<file path="src/pid_controller_antiwindup_unit_macros.svh">
// Assertion macros for the PID controller unit.
`ifndef PID_CONTROLLER_ANTIWINDUP_UNIT_MACROS_SVH
`define PID_CONTROLLER_ANTIWINDUP_UNIT_MACROS_SVH

`ifndef SYNTH

// Same-cycle implication, checked out of reset.
`define PIDAW_ASSERT_IMP(name, clk, rst_n, ante, cons, msg) \
    name: assert property (@(posedge clk) disable iff (!rst_n) (ante) |-> (cons)) \
        else $error(msg);

// Next-cycle implication, checked out of reset.
`define PIDAW_ASSERT_NEXT(name, clk, rst_n, ante, cons, msg) \
    name: assert property (@(posedge clk) disable iff (!rst_n) (ante) |=> (cons)) \
        else $error(msg);

`else

`define PIDAW_ASSERT_IMP(name, clk, rst_n, ante, cons, msg)
`define PIDAW_ASSERT_NEXT(name, clk, rst_n, ante, cons, msg)

`endif

`endif

</file>
<file path="src/pidaw_pkg.sv">
`default_nettype none

package pidaw_pkg;

    // Default widths
    localparam int FRAC_BITS_DEF    = 12;
    localparam int SAMPLE_WIDTH_DEF = 16;

    // Fixed datapath widths
    localparam int INT_W   = 32;   // internal values
    localparam int CHUNK_W = 24;   // low operand chunk of a split multiply
    localparam int COEF_W  = 16;
    localparam int MUL_A_W = COEF_W + 1;
    localparam int CFG_W   = 16;
    localparam int LIMIT_W = 15;
    localparam int POLE_W  = 12;

    localparam logic [INT_W-1:0] INT_MAX = {1'b0, {(INT_W-1){1'b1}}};
    localparam logic [INT_W-1:0] INT_MIN = {1'b1, {(INT_W-1){1'b0}}};

    // Configuration register indexes
    localparam int REG_IDX_W = 3;
    typedef logic [REG_IDX_W-1:0] t_reg_idx;
    localparam t_reg_idx REG_GAIN_K   = 3'd0;
    localparam t_reg_idx REG_SP_WEIGHT = 3'd1;
    localparam t_reg_idx REG_OUT_LIMIT = 3'd2;
    localparam t_reg_idx REG_DERIV_POLE = 3'd3;
    localparam t_reg_idx REG_DERIV_GAIN = 3'd4;
    localparam t_reg_idx REG_INTEG_GAIN = 3'd5;
    localparam t_reg_idx REG_TRACK_GAIN = 3'd6;

    // Register reset values
    localparam logic [COEF_W-1:0]  RST_GAIN_K     = 16'd0;
    localparam logic [COEF_W-1:0]  RST_SP_WEIGHT  = 16'd4096;
    localparam logic [LIMIT_W-1:0] RST_OUT_LIMIT  = 15'd32767;
    localparam logic [POLE_W-1:0]  RST_DERIV_POLE = 12'd0;
    localparam logic [COEF_W-1:0]  RST_COEF_ZERO  = 16'd0;

    // Coefficient select
    typedef logic [2:0] t_csel;
    localparam t_csel C_K  = 3'd0;
    localparam t_csel C_B  = 3'd1;
    localparam t_csel C_AD = 3'd2;
    localparam t_csel C_BD = 3'd3;
    localparam t_csel C_BI = 3'd4;
    localparam t_csel C_AR = 3'd5;

    // Multiplier operand select
    typedef logic [2:0] t_xsel;
    localparam t_xsel X_NONE = 3'd0;
    localparam t_xsel X_REF  = 3'd1;
    localparam t_xsel X_DY   = 3'd2;
    localparam t_xsel X_EY   = 3'd3;
    localparam t_xsel X_ALO  = 3'd4;
    localparam t_xsel X_AHI  = 3'd5;
    localparam t_xsel X_DLO  = 3'd6;
    localparam t_xsel X_DHI  = 3'd7;

    // Accumulator operation
    typedef logic [3:0] t_aop;
    localparam t_aop A_NOP    = 4'd0;
    localparam t_aop A_LOAD   = 4'd1;
    localparam t_aop A_ADDH   = 4'd2;
    localparam t_aop A_SUBYF  = 4'd3;
    localparam t_aop A_ASRSUB = 4'd4;
    localparam t_aop A_ASRADD = 4'd5;
    localparam t_aop A_LOADX  = 4'd6;
    localparam t_aop A_ADDX   = 4'd7;
    localparam t_aop A_TRK    = 4'd8;

    // Register source for LOADX / ADDX
    typedef logic [1:0] t_src;
    localparam t_src S_P   = 2'd0;
    localparam t_src S_INT = 2'd1;
    localparam t_src S_D   = 2'd2;

    // Writeback
    typedef logic [2:0] t_wb;
    localparam t_wb W_NONE  = 3'd0;
    localparam t_wb W_P     = 3'd1;
    localparam t_wb W_D     = 3'd2;
    localparam t_wb W_V     = 3'd3;
    localparam t_wb W_CLAMP = 3'd4;
    localparam t_wb W_INT   = 3'd5;

    // Jump condition
    typedef logic [1:0] t_jmp;
    localparam t_jmp J_NONE    = 2'd0;
    localparam t_jmp J_NOTRACK = 2'd1;
    localparam t_jmp J_ALWAYS  = 2'd2;

    // Program counter
    localparam int UC_AW = 5;
    typedef logic [UC_AW-1:0] t_step;
    localparam t_step UC_NOTRACK = 5'd20;
    localparam t_step UC_INT_WB  = 5'd22;
    localparam t_step UC_LAST    = 5'd22;

    typedef struct packed {
        t_csel csel;
        t_xsel xsel;
        t_aop  aop;
        t_src  src;
        t_wb   wb;
        t_jmp  jmp;
        t_step tgt;
        logic  last;
    } t_uword;

    function automatic t_uword uc(input t_csel csel, input t_xsel xsel, input t_aop aop,
                                  input t_src src, input t_wb wb, input t_jmp jmp,
                                  input t_step tgt, input logic last);
        t_uword w;
        w.csel = csel;
        w.xsel = xsel;
        w.aop  = aop;
        w.src  = src;
        w.wb   = wb;
        w.jmp  = jmp;
        w.tgt  = tgt;
        w.last = last;
        return w;
    endfunction

    // Control store: multiply issue, accumulate of the previous product, writeback
    function automatic t_uword uc_rom(input t_step step);
        t_uword w;
        unique case (step)
            // P = k * (b*r - y<<F) >>> F
            5'd0:  w = uc(C_B,  X_REF,  A_NOP,    S_P,   W_NONE,  J_NONE, '0, 1'b0);
            5'd1:  w = uc(C_K,  X_NONE, A_LOAD,   S_P,   W_NONE,  J_NONE, '0, 1'b0);
            5'd2:  w = uc(C_K,  X_NONE, A_SUBYF,  S_P,   W_NONE,  J_NONE, '0, 1'b0);
            5'd3:  w = uc(C_K,  X_ALO,  A_NOP,    S_P,   W_NONE,  J_NONE, '0, 1'b0);
            5'd4:  w = uc(C_K,  X_AHI,  A_LOAD,   S_P,   W_NONE,  J_NONE, '0, 1'b0);
            // D = ad*D >>> F - bd*(y - prev)
            5'd5:  w = uc(C_AD, X_DLO,  A_ADDH,   S_P,   W_NONE,  J_NONE, '0, 1'b0);
            5'd6:  w = uc(C_AD, X_DHI,  A_LOAD,   S_P,   W_P,     J_NONE, '0, 1'b0);
            5'd7:  w = uc(C_BD, X_DY,   A_ADDH,   S_P,   W_NONE,  J_NONE, '0, 1'b0);
            5'd8:  w = uc(C_BD, X_NONE, A_ASRSUB, S_P,   W_NONE,  J_NONE, '0, 1'b0);
            // v = P + I + D
            5'd9:  w = uc(C_BD, X_NONE, A_LOADX,  S_P,   W_D,     J_NONE, '0, 1'b0);
            5'd10: w = uc(C_BD, X_NONE, A_ADDX,   S_INT, W_NONE,  J_NONE, '0, 1'b0);
            5'd11: w = uc(C_BD, X_NONE, A_ADDX,   S_D,   W_NONE,  J_NONE, '0, 1'b0);
            5'd12: w = uc(C_BD, X_NONE, A_NOP,    S_P,   W_V,     J_NONE, '0, 1'b0);
            5'd13: w = uc(C_BD, X_NONE, A_NOP,    S_P,   W_CLAMP, J_NONE, '0, 1'b0);
            // tracking term ar*(v - applied), skipped when it is zero
            5'd14: w = uc(C_BI, X_EY,   A_TRK,    S_P,   W_NONE,  J_NOTRACK, UC_NOTRACK,
                          1'b0);
            5'd15: w = uc(C_AR, X_ALO,  A_NOP,    S_P,   W_NONE,  J_NONE, '0, 1'b0);
            5'd16: w = uc(C_AR, X_AHI,  A_LOAD,   S_P,   W_NONE,  J_NONE, '0, 1'b0);
            5'd17: w = uc(C_BI, X_EY,   A_ADDH,   S_P,   W_NONE,  J_NONE, '0, 1'b0);
            5'd18: w = uc(C_BI, X_NONE, A_ASRADD, S_P,   W_NONE,  J_NONE, '0, 1'b0);
            5'd19: w = uc(C_BI, X_NONE, A_ADDX,   S_INT, W_NONE,  J_ALWAYS, UC_INT_WB, 1'b0);
            // integral update without tracking
            5'd20: w = uc(C_BI, X_NONE, A_LOAD,   S_P,   W_NONE,  J_NONE, '0, 1'b0);
            5'd21: w = uc(C_BI, X_NONE, A_ADDX,   S_INT, W_NONE,  J_NONE, '0, 1'b0);
            5'd22: w = uc(C_BI, X_NONE, A_NOP,    S_P,   W_INT,   J_NONE, '0, 1'b1);
            default: w = uc(C_K, X_NONE, A_NOP,   S_P,   W_NONE,  J_NONE, '0, 1'b1);
        endcase
        return w;
    endfunction

endpackage

`default_nettype wire

</file>
<file path="src/pidaw_if.sv">
`default_nettype none

// Sample channel: one beat per controller step
interface pidaw_in_if #(
    parameter int SAMPLE_WIDTH = pidaw_pkg::SAMPLE_WIDTH_DEF
);
    logic                           valid;
    logic                           ready;
    logic signed [SAMPLE_WIDTH-1:0] reference;
    logic signed [SAMPLE_WIDTH-1:0] measurement;
    logic                           use_external;
    logic signed [SAMPLE_WIDTH-1:0] actuator_value;
    logic                           restart;

    modport source (
        output valid, reference, measurement, use_external, actuator_value, restart,
        input  ready
    );
    modport sink (
        input  valid, reference, measurement, use_external, actuator_value, restart,
        output ready
    );
endinterface

// Result channel: one beat per controller step
interface pidaw_out_if #(
    parameter int SAMPLE_WIDTH = pidaw_pkg::SAMPLE_WIDTH_DEF
);
    logic                           valid;
    logic                           ready;
    logic signed [SAMPLE_WIDTH-1:0] drive;
    logic                           clamped;

    modport source (
        output valid, drive, clamped,
        input  ready
    );
    modport sink (
        input  valid, drive, clamped,
        output ready
    );
endinterface

`default_nettype wire

</file>
<file path="src/pid_controller_antiwindup_unit.sv">
// Channel   Dir  Beat contents
// i_smp     in   reference, measurement, use_external, actuator_value, restart
// o_res     out  drive, clamped
// i_cfg_*   in   register index and data, one write per cycle with i_cfg_we
//
// A sample beat starts a microcode program on one shared 17-bit by N-bit multiplier
// and one wide accumulator: 21 steps, or 18 when the tracking term is zero
// (internal tracking and no clamp).
// i_smp.ready is low while the program runs; the result sits in an output register,
// and the program holds at its clamp step only while that register is still full.
// Reset (synchronous, active low) clears the state, the sequencer and the registers.
`default_nettype none

`include "pid_controller_antiwindup_unit_macros.svh"

module pid_controller_antiwindup_unit #(
    parameter int FRAC_BITS    = pidaw_pkg::FRAC_BITS_DEF,
    parameter int SAMPLE_WIDTH = pidaw_pkg::SAMPLE_WIDTH_DEF
) (
    input  logic                                 i_clk,
    input  logic                                 i_rst_n,
    pidaw_in_if.sink                             i_smp,
    pidaw_out_if.source                          o_res,
    input  logic                                 i_cfg_we,
    input  logic [pidaw_pkg::REG_IDX_W-1:0]      i_cfg_idx,
    input  logic [pidaw_pkg::CFG_W-1:0]          i_cfg_data
);

    localparam int SW    = SAMPLE_WIDTH;
    localparam int F     = FRAC_BITS;
    localparam int IW    = pidaw_pkg::INT_W;
    localparam int CW    = pidaw_pkg::CHUNK_W;
    localparam int MAW   = pidaw_pkg::MUL_A_W;
    localparam int OPW   = (SW + 18 > IW + 2) ? SW + 18 : IW + 2;
    localparam int MB0   = (CW + 1 > OPW - CW) ? CW + 1 : OPW - CW;
    localparam int MBW   = (MB0 > SW + 2) ? MB0 : SW + 2;
    localparam int PRW   = MAW + MBW;
    localparam int AW    = OPW + 18;
    localparam int LW    = (SW > pidaw_pkg::LIMIT_W) ? SW : pidaw_pkg::LIMIT_W;
    localparam logic [LW-1:0] SMAX = LW'((64'd1 << (SW - 1)) - 64'd1);
    localparam logic signed [IW+1:0] HALF = (IW+2)'(64'd1 << (F - 1));

    // Configuration registers
    logic signed [pidaw_pkg::COEF_W-1:0]  r_k, r_b, r_bd, r_bi, r_ar;
    logic        [pidaw_pkg::LIMIT_W-1:0] r_lim;
    logic        [pidaw_pkg::POLE_W-1:0]  r_ad;

    // Sample latch and controller state
    logic signed [SW-1:0] r_ref, r_meas, r_act, r_prev;
    logic                 r_ext;
    logic signed [IW-1:0] r_int, r_dacc, r_p, r_v, r_vsat;

    // Datapath
    logic signed [PRW-1:0] r_prod;
    logic signed [AW-1:0]  r_acc, n_acc;

    // Sequencer and result
    logic                   r_busy;
    pidaw_pkg::t_step       r_step, n_step;
    logic                   r_out_valid;
    logic signed [SW-1:0]   r_drive;
    logic                   r_clamped;

    pidaw_pkg::t_uword      uw;
    logic                   adv;
    logic                   accept;
    logic                   out_load;

    assign uw       = pidaw_pkg::uc_rom(r_step);
    assign accept   = i_smp.valid && !r_busy;
    assign out_load = r_busy && (uw.wb == pidaw_pkg::W_CLAMP) && adv;
    // hold at the clamp step while the previous result is still waiting
    assign adv      = r_busy && !((uw.wb == pidaw_pkg::W_CLAMP) && r_out_valid && !o_res.ready);

    assign i_smp.ready   = !r_busy;
    assign o_res.valid   = r_out_valid;
    assign o_res.drive   = r_drive;
    assign o_res.clamped = r_clamped;

    // Configuration writes
    always_ff @(posedge i_clk) begin
        if (!i_rst_n) begin
            r_k   <= pidaw_pkg::RST_GAIN_K;
            r_b   <= pidaw_pkg::RST_SP_WEIGHT;
            r_lim <= pidaw_pkg::RST_OUT_LIMIT;
            r_ad  <= pidaw_pkg::RST_DERIV_POLE;
            r_bd  <= pidaw_pkg::RST_COEF_ZERO;
            r_bi  <= pidaw_pkg::RST_COEF_ZERO;
            r_ar  <= pidaw_pkg::RST_COEF_ZERO;
        end else if (i_cfg_we) begin
            unique case (i_cfg_idx)
                pidaw_pkg::REG_GAIN_K:     r_k   <= i_cfg_data;
                pidaw_pkg::REG_SP_WEIGHT:  r_b   <= i_cfg_data;
                pidaw_pkg::REG_OUT_LIMIT:  r_lim <= i_cfg_data[pidaw_pkg::LIMIT_W-1:0];
                pidaw_pkg::REG_DERIV_POLE: r_ad  <= i_cfg_data[pidaw_pkg::POLE_W-1:0];
                pidaw_pkg::REG_DERIV_GAIN: r_bd  <= i_cfg_data;
                pidaw_pkg::REG_INTEG_GAIN: r_bi  <= i_cfg_data;
                pidaw_pkg::REG_TRACK_GAIN: r_ar  <= i_cfg_data;
                default: ;
            endcase
        end
    end

    // Multiplier operands
    logic signed [MAW-1:0] m_a;
    logic signed [MBW-1:0] m_b;
    logic signed [PRW-1:0] prod_c;
    logic signed [SW:0]    dy, ey;

    assign dy = (SW+1)'(r_meas) - (SW+1)'(r_prev);
    assign ey = (SW+1)'(r_ref) - (SW+1)'(r_meas);

    always_comb begin
        unique case (uw.csel)
            pidaw_pkg::C_K:  m_a = MAW'(r_k);
            pidaw_pkg::C_B:  m_a = MAW'(r_b);
            pidaw_pkg::C_AD: m_a = MAW'({1'b0, r_ad});
            pidaw_pkg::C_BD: m_a = MAW'(r_bd);
            pidaw_pkg::C_BI: m_a = MAW'(r_bi);
            pidaw_pkg::C_AR: m_a = MAW'(r_ar);
            default:         m_a = '0;
        endcase
        unique case (uw.xsel)
            pidaw_pkg::X_REF: m_b = MBW'(r_ref);
            pidaw_pkg::X_DY:  m_b = MBW'(dy);
            pidaw_pkg::X_EY:  m_b = MBW'(ey);
            pidaw_pkg::X_ALO: m_b = MBW'({1'b0, r_acc[CW-1:0]});
            pidaw_pkg::X_AHI: m_b = MBW'($signed(r_acc[OPW-1:CW]));
            pidaw_pkg::X_DLO: m_b = MBW'({1'b0, r_dacc[CW-1:0]});
            pidaw_pkg::X_DHI: m_b = MBW'($signed(r_dacc[IW-1:CW]));
            default:          m_b = '0;
        endcase
    end

    assign prod_c = m_a * m_b;

    // Saturation of the accumulator, plain and shifted down by F
    logic signed [AW-1:0] acc_sh;
    logic [IW-1:0]        acc_sat, sh_sat;
    logic                 acc_fit, sh_fit;

    assign acc_sh  = r_acc >>> F;
    assign acc_fit = (&r_acc[AW-1:IW-1]) || !(|r_acc[AW-1:IW-1]);
    assign sh_fit  = (&acc_sh[AW-1:IW-1]) || !(|acc_sh[AW-1:IW-1]);
    assign acc_sat = acc_fit ? r_acc[IW-1:0]
                   : (r_acc[AW-1] ? pidaw_pkg::INT_MIN : pidaw_pkg::INT_MAX);
    assign sh_sat  = sh_fit ? acc_sh[IW-1:0]
                   : (acc_sh[AW-1] ? pidaw_pkg::INT_MIN : pidaw_pkg::INT_MAX);

    // Accumulator next value
    logic signed [AW-1:0] prod_x, src_x, applied_x;

    assign prod_x    = AW'(r_prod);
    assign applied_x = r_ext ? (AW'(r_act) <<< F) : AW'(r_vsat);

    always_comb begin
        unique case (uw.src)
            pidaw_pkg::S_P:   src_x = AW'(r_p);
            pidaw_pkg::S_INT: src_x = AW'(r_int);
            pidaw_pkg::S_D:   src_x = AW'(r_dacc);
            default:          src_x = '0;
        endcase
        unique case (uw.aop)
            pidaw_pkg::A_LOAD:   n_acc = prod_x;
            pidaw_pkg::A_ADDH:   n_acc = r_acc + (prod_x <<< CW);
            pidaw_pkg::A_SUBYF:  n_acc = r_acc - (AW'(r_meas) <<< F);
            pidaw_pkg::A_ASRSUB: n_acc = acc_sh - prod_x;
            pidaw_pkg::A_ASRADD: n_acc = acc_sh + prod_x;
            pidaw_pkg::A_LOADX:  n_acc = src_x;
            pidaw_pkg::A_ADDX:   n_acc = r_acc + src_x;
            pidaw_pkg::A_TRK:    n_acc = AW'(r_v) - applied_x;
            default:             n_acc = r_acc;
        endcase
    end

    // Output clamp and rounding
    logic [LW-1:0]           lim_w;
    logic signed [IW:0]      lim_q, v_w, vsat_c;
    logic signed [IW+1:0]    lim_d, rnd;
    logic                    clamp_c;
    logic signed [SW-1:0]    drive_c;

    assign lim_w = (LW'(r_lim) > SMAX) ? SMAX : LW'(r_lim);
    assign lim_q = $signed((IW+1)'(lim_w) << F);
    assign lim_d = $signed((IW+2)'(lim_w));
    assign v_w   = (IW+1)'(r_v);

    always_comb begin
        priority if (v_w > lim_q) begin
            vsat_c  = lim_q;
            clamp_c = 1'b1;
        end else if (v_w < -lim_q) begin
            vsat_c  = -lim_q;
            clamp_c = 1'b1;
        end else begin
            vsat_c  = v_w;
            clamp_c = 1'b0;
        end
        rnd     = ((IW+2)'(vsat_c) + HALF) >>> F;
        drive_c = (rnd > lim_d) ? SW'(lim_d) : SW'(rnd);
    end

    // Step counter with conditional jumps
    always_comb begin
        priority if (uw.last) begin
            n_step = '0;
        end else if ((uw.jmp == pidaw_pkg::J_ALWAYS)
                     || ((uw.jmp == pidaw_pkg::J_NOTRACK) && !r_ext && !r_clamped)) begin
            n_step = uw.tgt;
        end else begin
            n_step = r_step + 1'b1;
        end
    end

    // Sequencer control and result valid
    always_ff @(posedge i_clk) begin
        if (!i_rst_n) begin
            r_busy      <= 1'b0;
            r_step      <= '0;
            r_out_valid <= 1'b0;
        end else begin
            if (accept) begin
                r_busy <= 1'b1;
                r_step <= '0;
            end else if (adv) begin
                r_step <= n_step;
                if (uw.last) begin
                    r_busy <= 1'b0;
                end
            end
            if (out_load) begin
                r_out_valid <= 1'b1;
            end else if (o_res.ready) begin
                r_out_valid <= 1'b0;
            end
        end
    end

    // Controller state: cleared by reset and by a restart beat
    always_ff @(posedge i_clk) begin
        if (!i_rst_n) begin
            r_int  <= '0;
            r_dacc <= '0;
            r_prev <= '0;
        end else if (accept && i_smp.restart) begin
            r_int  <= '0;
            r_dacc <= '0;
            r_prev <= '0;
        end else if (adv) begin
            if (uw.wb == pidaw_pkg::W_D) begin
                r_dacc <= acc_sat;
            end
            if (uw.wb == pidaw_pkg::W_INT) begin
                r_int  <= acc_sat;
                r_prev <= r_meas;
            end
        end
    end

    // Sample latch and datapath registers
    always_ff @(posedge i_clk) begin
        if (accept) begin
            r_ref  <= i_smp.reference;
            r_meas <= i_smp.measurement;
            r_act  <= i_smp.actuator_value;
            r_ext  <= i_smp.use_external;
        end
        if (adv) begin
            if (uw.xsel != pidaw_pkg::X_NONE) begin
                r_prod <= prod_c;
            end
            r_acc <= n_acc;
            if (uw.wb == pidaw_pkg::W_P) begin
                r_p <= sh_sat;
            end
            if (uw.wb == pidaw_pkg::W_V) begin
                r_v <= acc_sat;
            end
            if (uw.wb == pidaw_pkg::W_CLAMP) begin
                r_vsat    <= IW'(vsat_c);
                r_drive   <= drive_c;
                r_clamped <= clamp_c;
            end
        end
    end

    // Checks
    `PIDAW_ASSERT_NEXT(a_accept_starts, i_clk, i_rst_n,
        i_smp.valid && i_smp.ready, r_busy && (r_step == '0),
        "accepted beat did not start the program")
    `PIDAW_ASSERT_IMP(a_step_range, i_clk, i_rst_n,
        r_busy, r_step <= pidaw_pkg::UC_LAST,
        "step counter left the program")
    `PIDAW_ASSERT_IMP(a_drive_in_limit, i_clk, i_rst_n,
        r_out_valid, ((IW+2)'(r_drive) <= lim_d) && ((IW+2)'(r_drive) >= -lim_d),
        "drive outside the output limit")
    `PIDAW_ASSERT_IMP(a_result_from_program, i_clk, i_rst_n,
        $rose(r_out_valid), $past(r_busy),
        "result appeared without a running program")

endmodule

`default_nettype wire

</file>
<file path="src/flat_wrapper.sv">
// flat-port wrapper written by rule: the top's interface ports become plain ports
module pid_controller_antiwindup_unit_flat 
#(
    parameter int FRAC_BITS    = pidaw_pkg::FRAC_BITS_DEF,
    parameter int SAMPLE_WIDTH = pidaw_pkg::SAMPLE_WIDTH_DEF
)
  (i_clk, i_rst_n, i_cfg_we, i_cfg_idx, i_cfg_data, i_smp_valid, i_smp_reference, i_smp_measurement, i_smp_use_external, i_smp_actuator_value, i_smp_restart, i_smp_ready, o_res_valid, o_res_drive, o_res_clamped, o_res_ready);
  pidaw_in_if #(.SAMPLE_WIDTH(SAMPLE_WIDTH)) i_smp_i ();
  pidaw_out_if #(.SAMPLE_WIDTH(SAMPLE_WIDTH)) o_res_i ();
  input  logic i_clk;
  input  logic i_rst_n;
  input  logic i_cfg_we;
  input  logic [pidaw_pkg::REG_IDX_W-1:0] i_cfg_idx;
  input  logic [pidaw_pkg::CFG_W-1:0] i_cfg_data;
  input wire logic [$bits(i_smp_i.valid)-1:0] i_smp_valid;
  input wire logic [$bits(i_smp_i.reference)-1:0] i_smp_reference;
  input wire logic [$bits(i_smp_i.measurement)-1:0] i_smp_measurement;
  input wire logic [$bits(i_smp_i.use_external)-1:0] i_smp_use_external;
  input wire logic [$bits(i_smp_i.actuator_value)-1:0] i_smp_actuator_value;
  input wire logic [$bits(i_smp_i.restart)-1:0] i_smp_restart;
  output wire logic [$bits(i_smp_i.ready)-1:0] i_smp_ready;
  output wire logic [$bits(o_res_i.valid)-1:0] o_res_valid;
  output wire logic [$bits(o_res_i.drive)-1:0] o_res_drive;
  output wire logic [$bits(o_res_i.clamped)-1:0] o_res_clamped;
  input wire logic [$bits(o_res_i.ready)-1:0] o_res_ready;
  assign i_smp_i.valid = i_smp_valid;
  assign i_smp_i.reference = i_smp_reference;
  assign i_smp_i.measurement = i_smp_measurement;
  assign i_smp_i.use_external = i_smp_use_external;
  assign i_smp_i.actuator_value = i_smp_actuator_value;
  assign i_smp_i.restart = i_smp_restart;
  assign i_smp_ready = i_smp_i.ready;
  assign o_res_valid = o_res_i.valid;
  assign o_res_drive = o_res_i.drive;
  assign o_res_clamped = o_res_i.clamped;
  assign o_res_i.ready = o_res_ready;
  pid_controller_antiwindup_unit #(.FRAC_BITS(FRAC_BITS), .SAMPLE_WIDTH(SAMPLE_WIDTH)) u_core (.i_clk(i_clk), .i_rst_n(i_rst_n), .i_smp(i_smp_i), .o_res(o_res_i), .i_cfg_we(i_cfg_we), .i_cfg_idx(i_cfg_idx), .i_cfg_data(i_cfg_data));
endmodule
</file>
<file path="config.mk">
export PLATFORM = sky130hd
export DESIGN_NAME = pid_controller_antiwindup_unit_flat
export DESIGN_NICKNAME = d
export VERILOG_FILES = /design/src/pidaw_pkg.sv /design/src/pidaw_if.sv /design/src/pid_controller_antiwindup_unit.sv /design/src/flat_wrapper.sv
export VERILOG_INCLUDE_DIRS = /design/src /design/src/src
export SDC_FILE = /design/constraint.sdc
export NUM_CORES = 2
export LEC_CHECK = 0
export BUFFER_PORTS_ARGS = -buffer_cell sky130_fd_sc_hd__buf_2
export CAP_MARGIN = 20
export CORE_ASPECT_RATIO = 0.9
export CORE_MARGIN = 10
export CORE_UTILIZATION = 40
export CTS_CLUSTER_SIZE = 10
export DETAILED_ROUTE_END_ITERATION = 16
export PLACE_DENSITY = 0.61
export SYNTH_ARGS = -nofsm -noshare
export SYNTH_HDL_FRONTEND = slang
export SYNTH_SLANG_ARGS = --single-unit
</file>
<file path="constraint.sdc">
create_clock -name i_clk -period 19.45 [get_ports i_clk]
set_input_delay 0.9725 -clock i_clk [delete_from_list [all_inputs] [get_ports i_clk]]
set_output_delay 0.9725 -clock i_clk [all_outputs]
set_load 0.03 [all_outputs]
</file>
* Word level (Yosys, flattened, before mapping)
Memory sizes are Yosys's and may differ from the RTL's. A register that Yosys moved wholly into a read port is not among the register bits.
Cells that the tools add are included.
** Cells by class
- Bitwise operators :: 1
- Eq/ne operators :: 35
- $lt $le $gt $ge :: 3
- Reductions and logical operators :: 48
- Multiplexer cells :: 21
- Add/subtract/negate cells :: 11
- Multipliers :: 1
** Operators with widths (number)
- one-hot mux 52 bit (8 select lines) :: 1
- one-hot mux 25 bit (7 select lines) :: 1
- one-hot mux 52 bit (3 select lines) :: 1
- adder 52 bit :: 2
- one-hot mux 17 bit (6 select lines) :: 1
- two-way mux 32 bit :: 3
- two-way mux 33 bit :: 2
- two-way mux 52 bit :: 1
- subtractor 32 x 52 -> 52 bit :: 1
- subtractor 52 x 28 -> 52 bit :: 1
- adder 40 x 42 -> 43 bit :: 1
- subtractor 40 x 42 -> 43 bit :: 1
- multiplier 17 x 25 -> 42 bit :: 1
- adder 33 x 13 -> 34 bit (second input constant) :: 1
- subtractor 16 x 16 -> 17 bit :: 2
- equality test 3 bit (second input constant) :: 11
- less-than comparator 32 x 33 -> 1 bit :: 1
- negator 27 -> 33 bit :: 1
- greater-than comparator 32 x 28 -> 1 bit :: 1
- AND reduction 2 bit :: 15
- equality test 3 x 2 -> 1 bit (second input constant) :: 8
- greater-than comparator 22 x 16 -> 1 bit :: 1
- AND reduction 21 bit :: 1
- OR reduction 21 bit :: 1
- 23 further kinds :: 60
** Storage, ports and cells
- Memories :: 1
- Output and inout port bits :: 19
- Word-level logic and storage cells :: 146
- Memory bits (read-only) :: 672
- Register bits after elaboration :: 450
- Input bits :: 74
** Memories
- (no name shown) :: depth 32, bits a word 21, read ports 1, clocked after Yosys merged registers in 1, wr ports 0, line pidaw_pkg.sv:128 : unique case (step)

* Depth between registers and ports, before layout
- Depth after elaboration :: 8
- Mapped depth :: 43
- Mapped depth without buffers :: 41

* Worst setup path after synthesis
No wires, ideal clock.
- Path type :: flip-flop to flip-flop
- From :: register u_core.r_meas[0]
- To :: register u_core.r_prod[36], data pin
- Arrival time :: 9053 ps
- Setup time :: 258 ps
- Stages on the path, launching flop included :: 36
- Path buffers :: 0
- Clock period less this slack :: 9311 ps
- Slack :: 10139 ps
- Required time :: 19192 ps
- Cell sequence :: edfxtp_1 -> ha_1 -> fa_1 -> nor2b_1 -> o21ai_0 -> a21boi_0 -> o21ai_0 -> a21boi_0 -> o21ai_0 -> a21boi_0 -> o21a_1 -> o21ai_0 -> nor2b_1 -> a221oi_1 -> nor2_1 -> fa_1 -> fa_1 -> fa_1 -> inv_1 -> fa_1 -> inv_1 -> fa_1 -> fa_1 -> ha_1 -> a21o_1 -> a21o_1 -> a21oi_1 -> nor2_1 -> a211oi_1 -> a21oi_1 -> nor3_1 -> o311ai_0 -> a41oi_1 -> nor3_1 -> or3_1 -> xor2_1
** On the way
- Longest elaborated chain between the ends :: 3
- Elaborated cells between the ends (all ways) :: 4
- Classes of those cells :: add/sub (2); mul (1); mux (1)
** Ends and longest elaborated chain
- start, declared :: line pid_controller_antiwindup_unit.sv:49 : logic signed [SW-1:0] r_ref, r_meas, r_act, r_prev;
- start signal, assigned :: line pid_controller_antiwindup_unit.sv:264 : r_meas <= i_smp.measurement;
- subtractor 16 x 16 -> 17 bit (on tied branches) :: line pid_controller_antiwindup_unit.sv:111, pid_controller_antiwindup_unit.sv:110
- one-hot mux 25 bit (7 select lines) * :: line pid_controller_antiwindup_unit.sv:123 : unique case (uw.xsel)
- multiplier 17 x 25 -> 42 bit * :: line pid_controller_antiwindup_unit.sv:135 : assign prod_c = m_a * m_b;
- via u_core.prod_c[36] :: line pid_controller_antiwindup_unit.sv:107 : logic signed [PRW-1:0] prod_c;
- end signal, assigned :: line pid_controller_antiwindup_unit.sv:270 : r_prod <= prod_c;
- end, declared :: line pid_controller_antiwindup_unit.sv:54 : logic signed [PRW-1:0] r_prod;
The timed path passes the listed nets; every way through them passes the cells marked *.
A chain may end at the register's enable or synchronous reset.

* Worst setup path in the final report
Same ends and word-level chain as after synthesis.

==> impl_metrics.toml <==
[logic_synthesis]
syn_area_sq_mm = 0.0512
synth_ff_type = "edfxtp_1"
synth_edf_count = 256
synth_seq_cells = 468
synth_cell_types = 100
yosys_warnings = 0
syn_nets = 6876
synth-async-reset-ratio_pct = 0
syn-instance-count = 5952
postSynthAreaPerCell_sq_um = 8.60
ys_seq_area_share_pct = 23.3

[global_routing]
grt_pass1_vias = 43600
grt_max_degree = 104
antenna_found_initial = 10
grt-ovfl-total = 0
grt_pass1_wl_mm = 275
track_usage_pct = 24.8

[route]
drtPass1Iterations = 5
antenna_left = 0
drtIter0Drc = 5283
totalWireLength_mm = 183
drc = 0
vias = 45100
viasPerCell = 5.85
wire_per_inst_um = 23.7

[critical_path]
cp_max_fo = 10
slowest_delay_ns = 0.53
required_ns = 19.85
critPathArrivalTime_ns = 10.61
crit_path_top_delay_cell = "fa_1"
end_kind = "flip-flop"
path_class = "reg -> reg"
startpoint_type = "flip-flop"
crit_top_cell = "fa_1"

[floorplanning]
start_util_pct = 40.3
die-area_sq_mm = 0.143
ios = 93
placementRows = 124
core_area_sq_mm = 0.127
die_w_um = 397
chipHeight_um = 359

[clocking]
cts_tree = "done"
clk_path_buf_depth = 3
clkSinkCount = 468
cts.reportedPaths.clkPinSlew_ns = 0.06
cts_max_level = 2
post_cts_resized = 0
hold_buffers = 0
clk_latency_ns = 0.68
numCtsBuffers = 57
root_buffer = "clkbuf_16"
post_cts_buffers = 0

[placed_design]
placed_cells = 7602
gp_congestion = 0.986
dp_hpwl_mm = 145
dpl-instance-area_sq_mm = 0.0538
io_buffers = 92

[finish]
seqCellArea_sq_mm = 0.0119
fillerInstances = 12600
final_cells = 7706
final_cell_area_sq_mm = 0.0556
nNetsFinal = 6885
area.growth.synth_to_final_pct = 8.62
drive_gt1_share_pct = 6.61
multi_input_area_sq_mm = 0.0360

[flow_run]
drv_cap = 0

[status]
status = "finished clean"

[sta]
slew_headroom_pct = 24.3
worstMarginPinSlew_ns = 1.14
rsz0062_at_grt = "false"
setup_viol = 0
timing.hold.ws_ns = 0.452
fmax_mhz = 97.9
hold_viol = 0
finalSetupTns_ns = 0
drv_slew = 0
period_share_pct = 52.5
fin_crit_ns = 10.21
finalClockSkew_ns = 0.0369

[power_and_ir_drop]
p_sw_w = 0.00137
leakage_nw = 23.7
power_frac_clock_pct = 29.6
internal-power_w = 0.00219
p_sw_share_pct = 38.5
ir_drop_mv = 0.0708
p_seq_share_pct = 33.6
power-per-cell-area_mw_per_mm2 = 64.1
comb_power_share_pct = 36.8
power.total_w = 0.00357

[worst_hold_path]
min_path_type = "reg -> reg"
per-layer routing:
| metal | track usage (%) | vias to the layer above | part of all wire (%) |
|---|---|---|---|
| li1 | - | 20600 | - |
| met1 | 35.9 | 22100 | 45 |
| met2 | 36.6 | 2042 | 42 |
| met3 | 5.98 | 323 | 11 |
| met4 | 6.41 | 10 | 2.9 |
| met5 | 0 | - | 0.035 |
cells in the mapped netlist, types with 23 or more instances:
library cell / instances / area, sq um
buf_1: 24 / 90.1
a31oi_1: 33 / 206
mux2i_1: 92 / 921
a22oi_1: 28 / 210
o21ai_0: 245 / 1230
a21o_1: 154 / 1160
nor2b_1: 55 / 344
or3_1: 33 / 206
nor4_1: 23 / 144
dfxtp_1: 212 / 4240
clkbuf_1: 213 / 800
nor3_1: 67 / 335
edfxtp_1: 256 / 7690
ha_1: 425 / 5320
inv_1: 664 / 2490
a221oi_1: 59 / 517
o21a_1: 88 / 661
nand4_1: 37 / 231
a21oi_1: 453 / 2270
xor2_1: 82 / 718
nor2_1: 509 / 1910
a211oi_1: 44 / 330
or2_2: 27 / 169
xnor2_1: 168 / 1470
nand3_1: 78 / 390
nand2b_1: 85 / 532
fa_1: 425 / 8510
a21boi_0: 110 / 826
nand2_1: 740 / 2780
o21bai_1: 45 / 338
o211ai_1: 50 / 375
and3_1: 49 / 307
area by class of cell:
type,instances,area share [%]
antenna,2,0.00900
clock buffer,94,3.06
clock inverter,7,0.191
inverter,667,4.50
multi-input combinational,4576,64.7
sequential,468,21.5
tap,1701,3.83
timing repair buffer,191,2.20
power groups by stage:
stage	Combinational, W	Clock [W]	Sequential [W]
final	0.00131	0.00106	0.00120
after global routing	0.00146	0.00110	0.00119
after CTS	0.00130	0.00107	0.00119
after detailed placement	0.00129	0	0.00121
after global placement	0.00128	0	0.00121
after floorplan	0.000941	0	0.00115
placed cells by master, fill, tap and decap left out, types with 154 or more instances in the layout:
| master | instances |
|---|---|
| nor2_1 | 504 |
| fa_1 | 425 |
| nand2_1 | 739 |
| a21o_1 | 154 |
| inv_1 | 664 |
| o21ai_0 | 242 |
| ha_1 | 425 |
| a21oi_1 | 449 |
| dfxtp_1 | 208 |
| edfxtp_1 | 256 |
| xnor2_1 | 168 |
critical path: cells and delay by family (launching register included):
kind | cells | cell delay [ns]
simple gates | 4 | 1.07
flops | 1 | 0.44
xor+xnor | 1 | 0.14
buf+inv | 5 | 0.28
fa+ha+maj | 9 | 4.00
compound gates | 17 | 4.01
final timing paths:
check	startpoint	to	slack, ns	cells past startpoint
setup / recovery	u_core.r_meas[0]	u_core.r_prod[36]	9.24	36
hold / removal	u_core.r_prev[15]	u_core.r_prev[15]	0.45	2
setup reg to reg	u_core.r_meas[0]	u_core.r_prod[36]	9.24	36
hold reg to reg	u_core.r_prev[15]	u_core.r_prev[15]	0.45	2
metrics by stage:
stage	util (%)	worst slack (ns)
floorplan	-	10.14
global placement	42.3	9.46
detailed placement	42.3	9.36
CTS	43.8	9.31
global route	43.8	8.50
finish	43.8	9.24
kinds of logic (layout without fill, tap and decap cells):
group	after synthesis	after routing	synth area share (%)
xor gates and xnor gates	250	250	4.28
muxes	137	137	3.11
other	0	2	0
DFF	468	468	23.3
adders and majority gates	850	850	27.0
buffers and inverters	908	959	6.70
and+or+nand+nor	1788	1788	15.7
AOI/OAI and AO/OA	1551	1551	19.9
flip-flops by register name (all words and copies together) (netlist names), 5 cells and up:
name / count
u_core.r_int: 32
u_core.r_meas: 16
u_core.uw: 18
u_core.r_act: 16
u_core.r_lim: 15
u_core.o_res.drive: 16
u_core.r_ref: 16
u_core.r_vsat: 32
u_core.r_dacc: 32
u_core.r_prev: 16
u_core.r_acc: 52
u_core.r_ar: 16
u_core.r_bd: 16
u_core.r_k: 16
u_core.r_step: 5
u_core.r_ad: 12
u_core.r_prod: 42
u_core.r_v: 32
u_core.r_p: 32
u_core.r_bi: 16
u_core.r_b: 16
Note: power is estimated with default switching activity, not from simulation.
